**src/rtl/core/hblt_pkg.sv**
```systemverilog
// Package for the heartbeat liveness tracker: types, codes and reset constants.
`default_nettype none

package hblt_pkg;

  localparam int unsigned TIME_BITS_DEFAULT = 32;

  localparam int unsigned CFG_INDEX_W = 2;
  localparam int unsigned CFG_DATA_W  = 64;
  localparam int unsigned FRESH_W     = 64;
  localparam int unsigned IV_CFG_W    = 16;
  localparam int unsigned IV_W        = 17;
  localparam int unsigned OUT_TDATA_W = 88;

  localparam logic [IV_CFG_W-1:0] INTERVAL_MIN_RST = 16'd100;
  localparam logic [IV_CFG_W-1:0] INTERVAL_MAX_RST = 16'd1000;
  localparam logic [IV_CFG_W-1:0] PONG_TIMEOUT_RST = 16'd3000;
  localparam logic [FRESH_W-1:0]  FRESH_SEED_RST   = 64'd0;

  typedef enum logic [1:0] {
    OP_TICK         = 2'd0,
    OP_PONG         = 2'd1,
    OP_MSG_DOWN     = 2'd2,
    OP_SEND_TIMEOUT = 2'd3
  } opcode_e;

  typedef enum logic [1:0] {
    LS_UNSURE = 2'd0,
    LS_UP     = 2'd1,
    LS_DOWN   = 2'd2
  } link_state_e;

  typedef enum logic [CFG_INDEX_W-1:0] {
    CFG_INTERVAL_MIN = 2'd0,
    CFG_INTERVAL_MAX = 2'd1,
    CFG_PONG_TIMEOUT = 2'd2,
    CFG_FRESH_SEED   = 2'd3
  } cfg_reg_e;

  typedef struct packed {
    logic               state_set;
    logic [IV_W-1:0]    current_interval;
    logic [1:0]         link_state;
    logic [FRESH_W-1:0] ping_value;
    logic               ping_sent;
  } result_t;

endpackage

`default_nettype wire

```
**src/rtl/core/heartbeat_liveness_tracker_top.sv**
```systemverilog
// Top level of the heartbeat liveness tracker: stream ports, config port, core and result stage.
//
//   channel  direction  handshake                      payload
//   s_axis   in         s_axis_tvalid / s_axis_tready  tuser opcode, tdata pong_value
//   m_axis   out        m_axis_tvalid / m_axis_tready  tuser ping_sent, tdata result fields
//   cfg      in         cfg_we_i (no wait)             cfg_index_i, cfg_data_i
//
// One transfer per cycle while s_axis_tready is high; a result is registered before it leaves.
// Latency and rate are set by the single update pass between the state
// registers and the result register.
// Reset clears all state and loads the register reset values; no clearing pass.
// A stalled output holds up to two results; s_axis_tready drops only then.
`default_nettype none

module heartbeat_liveness_tracker_top #(
  parameter int unsigned TIME_BITS = hblt_pkg::TIME_BITS_DEFAULT
) (
  input  wire logic                                clk_i,
  input  wire logic                                rst_ni,
  input  wire logic                                cfg_we_i,
  input  wire logic [hblt_pkg::CFG_INDEX_W-1:0]    cfg_index_i,
  input  wire logic [hblt_pkg::CFG_DATA_W-1:0]     cfg_data_i,
  input  wire logic                                s_axis_tvalid,
  output logic                                     s_axis_tready,
  input  wire logic [hblt_pkg::FRESH_W-1:0]        s_axis_tdata,  // [63:0] pong_value
  input  wire logic [1:0]                          s_axis_tuser,  // [1:0] opcode
  output logic                                     m_axis_tvalid,
  input  wire logic                                m_axis_tready,
  // [63:0] ping_value, [65:64] link_state, [82:66] current_interval,
  // [83] state_set, [87:84] zero
  output logic [hblt_pkg::OUT_TDATA_W-1:0]         m_axis_tdata,
  output logic [0:0]                               m_axis_tuser   // [0] ping_sent
);

  localparam int unsigned PackW = hblt_pkg::FRESH_W + 2 + hblt_pkg::IV_W + 1;

  logic              accept;
  hblt_pkg::result_t core_result, out_result;

  assign accept = s_axis_tvalid && s_axis_tready;

  hblt_core #(
    .TIME_BITS (TIME_BITS)
  ) u_core (
    .clk_i        (clk_i),
    .rst_ni       (rst_ni),
    .cfg_we_i     (cfg_we_i),
    .cfg_index_i  (cfg_index_i),
    .cfg_data_i   (cfg_data_i),
    .accept_i     (accept),
    .opcode_i     (s_axis_tuser),
    .pong_value_i (s_axis_tdata),
    .result_o     (core_result)
  );

  hblt_out_stage u_out_stage (
    .clk_i    (clk_i),
    .rst_ni   (rst_ni),
    .push_i   (accept),
    .result_i (core_result),
    .ready_o  (s_axis_tready),
    .valid_o  (m_axis_tvalid),
    .ready_i  (m_axis_tready),
    .result_o (out_result)
  );

  assign m_axis_tdata = {{(hblt_pkg::OUT_TDATA_W - PackW){1'b0}},
                         out_result.state_set,
                         out_result.current_interval,
                         out_result.link_state,
                         out_result.ping_value};
  assign m_axis_tuser = out_result.ping_sent;

endmodule

`default_nettype wire

```
**src/rtl/core/hblt_core.sv**
```systemverilog
// Liveness state registers and the single-pass update for one transfer.
`default_nettype none

module hblt_core #(
  parameter int unsigned TIME_BITS = hblt_pkg::TIME_BITS_DEFAULT
) (
  input  wire logic                               clk_i,
  input  wire logic                               rst_ni,
  input  wire logic                               cfg_we_i,
  input  wire logic [hblt_pkg::CFG_INDEX_W-1:0]   cfg_index_i,
  input  wire logic [hblt_pkg::CFG_DATA_W-1:0]    cfg_data_i,
  input  wire logic                               accept_i,
  input  wire logic [1:0]                         opcode_i,
  input  wire logic [hblt_pkg::FRESH_W-1:0]       pong_value_i,
  output hblt_pkg::result_t                       result_o
);

  logic [hblt_pkg::IV_CFG_W-1:0] imin_q, imax_q, timeout_q;
  logic [hblt_pkg::IV_W-1:0]     interval_q, interval_d, interval_dbl;
  logic [TIME_BITS-1:0]          tsp_q, tsp_d, tsp_inc;
  logic [TIME_BITS-1:0]          tpo_q, tpo_d, tpo_inc;
  logic [hblt_pkg::FRESH_W-1:0]  fresh_q, fresh_d;
  hblt_pkg::link_state_e         state_q, state_d;
  logic                          due, sent, set;

  always_comb begin
    state_d      = state_q;
    interval_d   = interval_q;
    tsp_d        = tsp_q;
    tpo_d        = tpo_q;
    fresh_d      = fresh_q;
    sent         = 1'b0;
    set          = 1'b0;
    interval_dbl = {interval_q[hblt_pkg::IV_W-2:0], 1'b0};
    tsp_inc      = (tsp_q == '1) ? tsp_q : tsp_q + 1'b1;
    tpo_inc      = (tpo_q == '1) ? tpo_q : tpo_q + 1'b1;
    due          = tsp_inc > TIME_BITS'(interval_q);
    case (hblt_pkg::opcode_e'(opcode_i))
      hblt_pkg::OP_TICK: begin
        tsp_d = tsp_inc;
        tpo_d = tpo_inc;
        if (due && (state_q == hblt_pkg::LS_UNSURE || state_q == hblt_pkg::LS_UP)) begin
          tsp_d   = '0;
          fresh_d = fresh_q + 1'b1;
          sent    = 1'b1;
          if (state_q == hblt_pkg::LS_UNSURE) begin
            interval_d = interval_dbl;
            if (interval_dbl > {1'b0, imax_q}) begin
              state_d = hblt_pkg::LS_DOWN;
              set     = 1'b1;
            end
          end else if (tpo_inc > TIME_BITS'(timeout_q)) begin
            state_d = hblt_pkg::LS_DOWN;
            set     = 1'b1;
          end
        end
      end
      hblt_pkg::OP_PONG: begin
        if (pong_value_i == fresh_q) begin
          if (state_q == hblt_pkg::LS_UNSURE) begin
            state_d    = hblt_pkg::LS_UP;
            interval_d = {1'b0, imax_q};
            set        = 1'b1;
            tpo_d      = '0;
          end else if (state_q == hblt_pkg::LS_UP) begin
            tpo_d = '0;
          end
        end
      end
      hblt_pkg::OP_MSG_DOWN, hblt_pkg::OP_SEND_TIMEOUT: begin
        state_d    = hblt_pkg::LS_UNSURE;
        interval_d = {1'b0, imin_q};
        tsp_d      = '1;
        set        = 1'b1;
      end
      default: begin
      end
    endcase
  end

  always_comb begin
    result_o.ping_sent        = sent;
    result_o.ping_value       = sent ? fresh_d : '0;
    result_o.link_state       = state_d;
    result_o.current_interval = interval_d;
    result_o.state_set        = set;
  end

  always_ff @(posedge clk_i or negedge rst_ni) begin
    if (!rst_ni) begin
      imin_q    <= hblt_pkg::INTERVAL_MIN_RST;
      imax_q    <= hblt_pkg::INTERVAL_MAX_RST;
      timeout_q <= hblt_pkg::PONG_TIMEOUT_RST;
    end else if (cfg_we_i) begin
      case (hblt_pkg::cfg_reg_e'(cfg_index_i))
        hblt_pkg::CFG_INTERVAL_MIN: imin_q    <= cfg_data_i[hblt_pkg::IV_CFG_W-1:0];
        hblt_pkg::CFG_INTERVAL_MAX: imax_q    <= cfg_data_i[hblt_pkg::IV_CFG_W-1:0];
        hblt_pkg::CFG_PONG_TIMEOUT: timeout_q <= cfg_data_i[hblt_pkg::IV_CFG_W-1:0];
        default: begin
        end
      endcase
    end
  end

  always_ff @(posedge clk_i or negedge rst_ni) begin
    if (!rst_ni) begin
      fresh_q <= hblt_pkg::FRESH_SEED_RST;
    end else if (cfg_we_i && cfg_index_i == hblt_pkg::CFG_FRESH_SEED) begin
      fresh_q <= cfg_data_i;
    end else if (accept_i) begin
      fresh_q <= fresh_d;
    end
  end

  always_ff @(posedge clk_i or negedge rst_ni) begin
    if (!rst_ni) begin
      state_q    <= hblt_pkg::LS_UNSURE;
      interval_q <= {1'b0, hblt_pkg::INTERVAL_MIN_RST};
      tsp_q      <= '1;
      tpo_q      <= '1;
    end else if (accept_i) begin
      state_q    <= state_d;
      interval_q <= interval_d;
      tsp_q      <= tsp_d;
      tpo_q      <= tpo_d;
    end
  end

  a_ping_clears_age: assert property (@(posedge clk_i) disable iff (!rst_ni)
    accept_i && sent |=> tsp_q == '0)
    else $error("ping sent but since-ping counter not cleared");

  a_event_to_unsure: assert property (@(posedge clk_i) disable iff (!rst_ni)
    accept_i && (opcode_i == hblt_pkg::OP_MSG_DOWN || opcode_i == hblt_pkg::OP_SEND_TIMEOUT)
    |=> state_q == hblt_pkg::LS_UNSURE && tsp_q == '1)
    else $error("message or timeout did not re-enter unsure");

  a_down_holds: assert property (@(posedge clk_i) disable iff (!rst_ni)
    state_q == hblt_pkg::LS_DOWN &&
    !(accept_i && (opcode_i == hblt_pkg::OP_MSG_DOWN || opcode_i == hblt_pkg::OP_SEND_TIMEOUT))
    |=> state_q == hblt_pkg::LS_DOWN)
    else $error("down state left without message or timeout");

  a_fresh_stable: assert property (@(posedge clk_i) disable iff (!rst_ni)
    !cfg_we_i && !(accept_i && sent) |=> $stable(fresh_q))
    else $error("freshness count moved without a ping");

endmodule

`default_nettype wire

```
**src/rtl/core/hblt_out_stage.sv**
```systemverilog
// Result register with a skid entry; the input waits only while both entries are full.
`default_nettype none

module hblt_out_stage (
  input  wire logic          clk_i,
  input  wire logic          rst_ni,
  input  wire logic          push_i,
  input  wire hblt_pkg::result_t result_i,
  output logic               ready_o,
  output logic               valid_o,
  input  wire logic          ready_i,
  output hblt_pkg::result_t  result_o
);

  logic              out_valid_q, skid_valid_q;
  hblt_pkg::result_t out_q, skid_q;
  logic              pop;

  assign pop      = out_valid_q && ready_i;
  assign ready_o  = !skid_valid_q;
  assign valid_o  = out_valid_q;
  assign result_o = out_q;

  always_ff @(posedge clk_i or negedge rst_ni) begin
    if (!rst_ni) begin
      out_valid_q  <= 1'b0;
      skid_valid_q <= 1'b0;
    end else if (skid_valid_q) begin
      if (pop) begin
        skid_valid_q <= 1'b0;
      end
    end else if (push_i) begin
      if (out_valid_q && !pop) begin
        skid_valid_q <= 1'b1;
      end else begin
        out_valid_q <= 1'b1;
      end
    end else if (pop) begin
      out_valid_q <= 1'b0;
    end
  end

  always_ff @(posedge clk_i) begin
    if (skid_valid_q) begin
      if (pop) begin
        out_q <= skid_q;
      end
    end else if (push_i) begin
      if (out_valid_q && !pop) begin
        skid_q <= result_i;
      end else begin
        out_q <= result_i;
      end
    end
  end

endmodule

`default_nettype wire

```
**config.mk**
```make
export PLATFORM = sky130hd
export DESIGN_NAME = heartbeat_liveness_tracker_top
export DESIGN_NICKNAME = d
export VERILOG_FILES = /design/src/rtl/core/hblt_pkg.sv /design/src/rtl/core/heartbeat_liveness_tracker_top.sv /design/src/rtl/core/hblt_core.sv /design/src/rtl/core/hblt_out_stage.sv
export SDC_FILE = /design/constraint.sdc
export NUM_CORES = 1
export LEC_CHECK = 0
export BUFFER_PORTS_ARGS = -buffer_cell sky130_fd_sc_hd__buf_2
export CAP_MARGIN = 30
export CORE_AREA = 2 2 205 207
export CTS_CLUSTER_SIZE = 16
export DETAILED_ROUTE_END_ITERATION = 7
export DIE_AREA = 0 0 207 209
export PLACE_DENSITY = 0.72
export SLEW_MARGIN = 20
export SYNTH_ARGS = -nofsm -noshare
export SYNTH_HDL_FRONTEND = slang
export SYNTH_SLANG_ARGS = --single-unit
```
**constraint.sdc**
```tcl
create_clock -name clk_i -period 6.2 [get_ports clk_i]
set_input_delay 0 -clock clk_i [delete_from_list [all_inputs] [get_ports clk_i]]
set_output_delay 0 -clock clk_i [all_outputs]
set_load 0.02 [all_outputs]
```
==> impl_results.md, run 1 <==
- Vias in the first global route: 17837
- Critical Path Source Type: register
- Sequential-to-total area share from yosys stat: 45.5%
- Worst path max stage delay: 570 ps
- Finish-stage setup viols: 0
- Congestion Overflow GR: 0
- Yosys warns: 0
- Total Power: 0.0104 W
- Hold Crit Class: input pin to async pin
- Clock Sinks: 367
- CP Class: register to register
- TritonRoute pass-1 iters: 5
- Mean Syn Cell Area: 9.97 µm²
- Layout area overhead: 15.6%
- Detailed placement HPWL: 46500 µm
- Vias: 18440
- #FFs+latches synth: 367
- Synth area leaders: edfxtp_1, dfrtp_1, dfstp_2
- Least-Margin Pin Slew: 971 ps
- Initial core utilization: 53.9%
- Fillers: 3338
- Clk_lat worst skew: 590 ps
- Worst setup EP type: register
- Max Cap Viol: 0
- Area share of the largest cell type after synthesis: 22.9%
- Mapped Area: 22300 µm²
- Period utilisation layout: 89.8%
- Gp weighted congestion: 0.904
- Root buf cell: clkbuf_16
- Critical Path AT: 5880 ps
- IO Port Bufs: 223
- Met1 usage: 38.5%
- Chip Width: 207 µm
- Die height: 209 µm
- Power Density: 403 nW/µm²
- CORE AREA: 41300 µm²
- Synth Instances: 2234
- Total CTS buffers: 41
- Initial antenna violation count: 0
- WHS: 26.0 ps
- Remaining DRCs: 0
- Clk_skew: 36.8 ps
- Number of synthesized flops with an enable pin: 170
- Static leakage: 9.84 nW
- Fmax: 180 MHz
- Crit path cell chain: ha_1 > nand4_1 > nor4_1 > buf_4 > and2_1 > nand2_1 > and3_1 > and3_1 > xor2_1 > ha_1 > a21o_1 > a21oi_1 > o211ai_1 > o31a_1 > a2111oi_0 > buf_4 > a31oi_1 > o221ai_2 > o21ai_1 > mux2_2
- Pin count of the biggest net entering global routing: 103
- Clk slew on worst S/H paths: 60 ps
- DRT antenna net count: 0
- H-tree Lvls: 2
- Fraction of registers with async set/reset: 53.7%
- CTS tree: built
- DR WL/cell: 21.8 µm
- Placement Rows: 75
- Ys flop type: edfxtp_1
- Grt met3 use: 4.51%
- Max Slew Vio Count: 0
- Fin. Hold Viols: 0
- Layout cells sized above 1: 21.2%
- Die area: 43300 µm²
- First-pass GRT wire length: 101000 µm
- Ports: 228
- Drt total wl: 65500 µm
- Synth cell types: 76
- Starting DRT DRC Count: 1587
- Most used routing layer in global routing: met2
- Kind of cell adding the most delay to the critical path: compound AO/OA/AOI/OAI gates
- VDD IR max: 0.211 mV
- Status: complete, no violations
- Crit path time final: 5560 ps
- Longest Clk Path Bufs: 3
- CP max FO: 13
- Post-route setup TNS: 0 ps
- Crit path required time: 6520 ps
- GRT Total Usage: 29.7%
- WP buf/inv: 2
- Vias per Instance: 6.14
- Slew headroom: 35.1%
- Met2 Usage GRT: 49.0%
- Slowest cell on crit path: dfstp_2
- RSZ-0062 raised after global routing: false
- Yosys top cell by area: edfxtp_1
- Final net count: 2618
==> metrics by stage <==
stage / setup slack, ps / utilization (%) / std cells / instance area (µm²)
3_3_place_gp: 794 / 57.1 / 2850 / 23600
6_report: 635 / 62.4 / 3002 / 25700
4_1_cts: 560 / 62.2 / 2998 / 25700
2_1_floorplan: 545 / - / 2237 / 22300
3_5_place_dp: 639 / 57.3 / 2854 / 23700
5_1_grt: 166 / 62.3 / 3001 / 25700
==> path summary, 6_finish.rpt <==
| kind | cells past startpoint | to | slack [ps] | startpoint |
|---|---|---|---|---|
| setup / recovery | 20 | u_out_stage.result_o[66] | 640 | u_core.tpo_q[0] |
| hold / removal | 2 | u_core.timeout_q[2] | 30 | rst_ni |
| setup reg to reg | 20 | u_out_stage.result_o[66] | 640 | u_core.tpo_q[0] |
| hold reg to reg | 2 | u_core.interval_q[16] | 490 | u_core.interval_q[16] |
| max in group asynchronous | 3 | u_out_stage.skid_valid_q | 4920 | rst_ni |
| min in group clk_i | 2 | u_out_stage.skid_q[83] | 50 | s_axis_tuser[1] |
==> metal layers <==
| metal | share of wire [%] | wire length (µm) |
|---|---|---|
| met3 | 7.4 | 4830 |
| met2 | 48 | 31600 |
| met1 | 40 | 26100 |
| met5 | 0 | 0 |
| met4 | 4.5 | 2920 |
==> cell usage in the layout (no fill, tap or decap), drive strengths merged, types with 7 or more instances in the layout <==
cell type / synthesis / final
clkbuf: 129 / 64
nor2b: 21 / 21
dfstp: 83 / 83
o221ai: 16 / 16
nand2: 252 / 252
nor3: 25 / 25
clkinv: 1 / 7
and3: 35 / 35
ha: 51 / 51
nand3: 65 / 65
a2111oi: 48 / 48
o21ai: 150 / 150
a22o: 10 / 10
o21a: 35 / 35
nand4: 47 / 47
nor2: 167 / 167
a21o: 18 / 18
a211oi: 33 / 33
xnor2: 121 / 121
nor4: 29 / 29
dfrtp: 114 / 114
edfxtp: 170 / 170
xor2: 88 / 88
dlygate4sd3: 0 / 69
and2: 19 / 19
nand2b: 12 / 12
o31ai: 74 / 74
and4: 20 / 20
buf: 49 / 258
a2bb2oi: 16 / 16
mux2: 56 / 56
inv: 75 / 75
o22a: 12 / 12
a21oi: 65 / 65
a31oi: 24 / 24
mux2i: 40 / 40
==> cell type report <==
type                       count  area (µm²)  share of cell area (%)
antenna                        1        2.50                 0.00972
clock buffer                  63        1150                    4.47
clock inverter                12         175                   0.680
inverter                      76         285                    1.11
multi-input combinational   1616       11100                    43.2
sequential                   367       10100                    39.4
tap                          539         674                    2.62
timing repair buffer         328        2210                    8.57
==> timing repair <==
item | in CTS | in global routing
endpoints found under the hold margin | 180 | 0
buffers inserted | 0 | 0
resized for setup | 0 | 3
hold buffers | 69 | 0
endpoints found under the setup margin | 0 | 12
==> cells by family (layout without fill, tap and decap cells) <==
kind of cell	after synthesis	count (layout)	share of synthesized area, %
AND/OR/NAND/NOR	718	718	15.5
AO/OA/AOI/OAI	538	538	18.3
flip-flops	367	367	45.5
buffers and inverters	254	479	4.90
XOR/XNOR	209	209	8.22
multiplexers	96	96	4.63
adder cells (fa/ha/maj)	51	51	2.86
other	1	5	0.0168
==> Yosys cell counts, types with 6 or more instances <==
library cell and number:
o221ai_1 15, a2111oi_2 23, mux2i_1 40, a2111oi_4 14, a21oi_1 64, xor2_1 88
o21a_1 35, xnor2_1 121, a2bb2oi_1 16, dfstp_2 83, and4_1 20, nand4_1 46
nor3_1 24, a31oi_1 24, buf_4 10, a211oi_1 33, nand3_1 65, nand2b_1 12
and3_1 35, and2_1 19, ha_1 51, o31ai_1 73, a22o_1 10, a21o_1 18
o21ai_1 19, o22a_1 12, inv_1 74, nor2b_1 21, buf_6 9, dfrtp_1 114
nor2_1 167, clkbuf_1 129, edfxtp_1 170, buf_2 26, or2_2 6, a2111oi_0 11
mux2_2 56, nand2_1 252, nor4_1 26, o21ai_0 129
==> report_power, final <==
group          leakage (nW)  switching (W)  internal, W
combinational          5.32        0.00236      0.00141
clock                 0.635        0.00101      0.00145
sequential             3.89       0.000711      0.00346
total                  9.84        0.00408      0.00631
==> sequential cells by signal (all words and copies together) (netlist names) <==
name	cells
u_core.fresh_q	64
u_core.imax_q	16
u_core.imin_q	16
u_core.interval_q	17
u_core.state_q	2
u_core.timeout_q	16
u_core.tpo_q	32
u_core.tsp_q	32
u_out_stage.result_o	85
u_out_stage.skid_q	85
u_out_stage.skid_valid_q	1
u_out_stage.valid_o	1
(Power assumes the default switching activity.)
==> run 2, diff against run 1 <==
clock period = 7.1 ns   (was 6.2 ns; I/O delays follow)
==> impl_results.md, run 2 (synthesis results as in run 1) <==
- Most common cell after layout, fill and taps aside: nand2_1
- Final Worst Setup Slack: 1450 ps
- Initial antenna violation count: 0
- Util after Layout: 62.4%
- Vias in the first global route: 18149
- GRT Total Usage: 29.5%
- Crit path required time: 7420 ps
- Crit path depth: 20
- Critical Path Source Type: register
- Crit path time final: 5650 ps
- WP buf/inv: 2
- Worst R2R Path Depth: 20
- CTS Hold Buffers Added: 68
- Hold Crit Class: input pin to register
- Crit path cell chain: ha_1 > nand2_1 > nor4_1 > nand3_1 > nand2_1 > nor2_1 > and3_1 > xor2_1 > ha_1 > nand4_1 > nor3_1 > nand3_1 > o21ai_0 > a31oi_1 > or4_1 > o21ai_4 > buf_4 > inv_2 > and2_1 > mux2_2
- Placement Rows: 75
- Static leakage: 9.87 nW
- Slew headroom: 35.5%
- Pin count of the biggest net entering global routing: 88
- Slowest cell on crit path: or4_1
- CP Class: register to register
- Worst setup EP type: register
- Worst path max stage delay: 720 ps
- Starting DRT DRC Count: 1513
- Most frequent cells in the layout: nand2_1, buf_2, edfxtp_1
- Clk slew on worst S/H paths: 60 ps
- CORE AREA: 41300 µm²
- Finish-stage setup viols: 0
- Fillers: 3361
- Die area: 43300 µm²
- Place WS: 1530 ps
- RSZ-0062 raised after global routing: false
- Layout cells sized above 1: 21.2%
- First-pass GRT wire length: 102000 µm
- Detailed placement HPWL: 45600 µm
- Post-CTS setup buffers: 0
- Chip Width: 207 µm
- DR WL/cell: 21.7 µm
- IO Port Bufs: 223
- Status: complete, no violations
- Resize count post-CTS: 0
- Critical Path AT: 5970 ps
- Least-Margin Pin Slew: 964 ps
- Ports: 228
- Clock Sinks: 367
- H-tree Lvls: 2
- Post-route setup TNS: 0 ps
- Vias: 18497
- Final Cell Area: 25800 µm²
- VDD IR max: 0.262 mV
- Total CTS buffers: 42
- Clk_lat worst skew: 580 ps
- DRT antenna net count: 0
- Period utilisation layout: 79.5%
- Drt total wl: 65000 µm
- Antenna Cells: 0
- CP max FO: 20
- Root buf cell: clkbuf_16
- Vias per Instance: 6.17
- Hold depth: 3
- Remaining DRCs: 0
- Longest Clk Path Bufs: 3
- Initial core utilization: 53.9%
- Power Density: 357 nW/µm²
- Final net count: 2612
- Layout area overhead: 15.7%
- CTS tree: built
- Max Slew Vio Count: 0
- Fin. Hold Viols: 0
- Fmax: 177 MHz
- Clk_skew: 27.5 ps
- Post-placement cell area: 23600 µm²
- Die height: 209 µm
- Gp weighted congestion: 0.905
- TritonRoute pass-1 iters: 6
- Congestion Overflow GR: 0
- Max Cap Viol: 0
- Kind of cell adding the most delay to the critical path: simple AND/OR/NAND/NOR gates
==> run 2: cell count changes in the layout (fill, tap and decap cells not counted), sizes merged <==
cell         before  now
dlygate4sd3      69   68
diode             1    0
buf             258  252
bufinv            4    7
clkbuf           64   62
clkinv            7    9
clkinvlp          2    0
inv              75   77
==> run 2: layout make-up <==
class	instances	area [µm²]	area share (%)
clock buffer	61	1200	4.67
clock inverter	17	277	1.07
inverter	76	285	1.11
multi-input combinational	1616	11100	43.1
sequential	367	10100	39.4
tap	539	674	2.62
timing repair buffer	321	2090	8.11
==> run 2: path summary, 6_finish.rpt <==
path                       slack, ps             startpoint                       to
min in group asynchronous         70                 rst_ni         u_core.imax_q[0]
max reg2reg                     1450        u_core.tsp_q[0]  u_out_stage.result_o[2]
min                               50               cfg_we_i       u_core.fresh_q[21]
max in group asynchronous       5760                 rst_ni       u_core.fresh_q[20]
max                             1450        u_core.tsp_q[0]  u_out_stage.result_o[2]
min reg2reg                      490  u_core.interval_q[16]    u_core.interval_q[16]
==> run 2: power by group <==
part           internal, W  total (W)  switching [W]
sequential         0.00302    0.00362       0.000607
clock              0.00144    0.00233       0.000896
combinational      0.00121    0.00325        0.00204
==> run 2: layer usage <==
| metal | share of wire [%] | vias up | global-route usage [%] |
|---|---|---|---|
| met5 | 0 | - | 0 |
| met4 | 3.9 | 0 | 11.5 |
| met1 | 40 | 9016 | 38.3 |
| met3 | 7.9 | 138 | 4.91 |
| met2 | 48 | 826 | 49.6 |
| li1 | - | 8517 | - |
==> run 2: tightest hold or removal path, stage by stage <==
cell and delay (ps):
buf_2 130, nand3_1 330, a21oi_1 120
==> run 2: stage by stage <==
stage               hold slack, ps  std cells  total power [W]
global placement               110       2846          0.00669
finish                        48.2       2997          0.00921
CTS                           2.71       2995          0.00920
detailed placement             114       2849          0.00682
global route                  49.3       2997          0.00970
floorplan                     -296       2237          0.00578
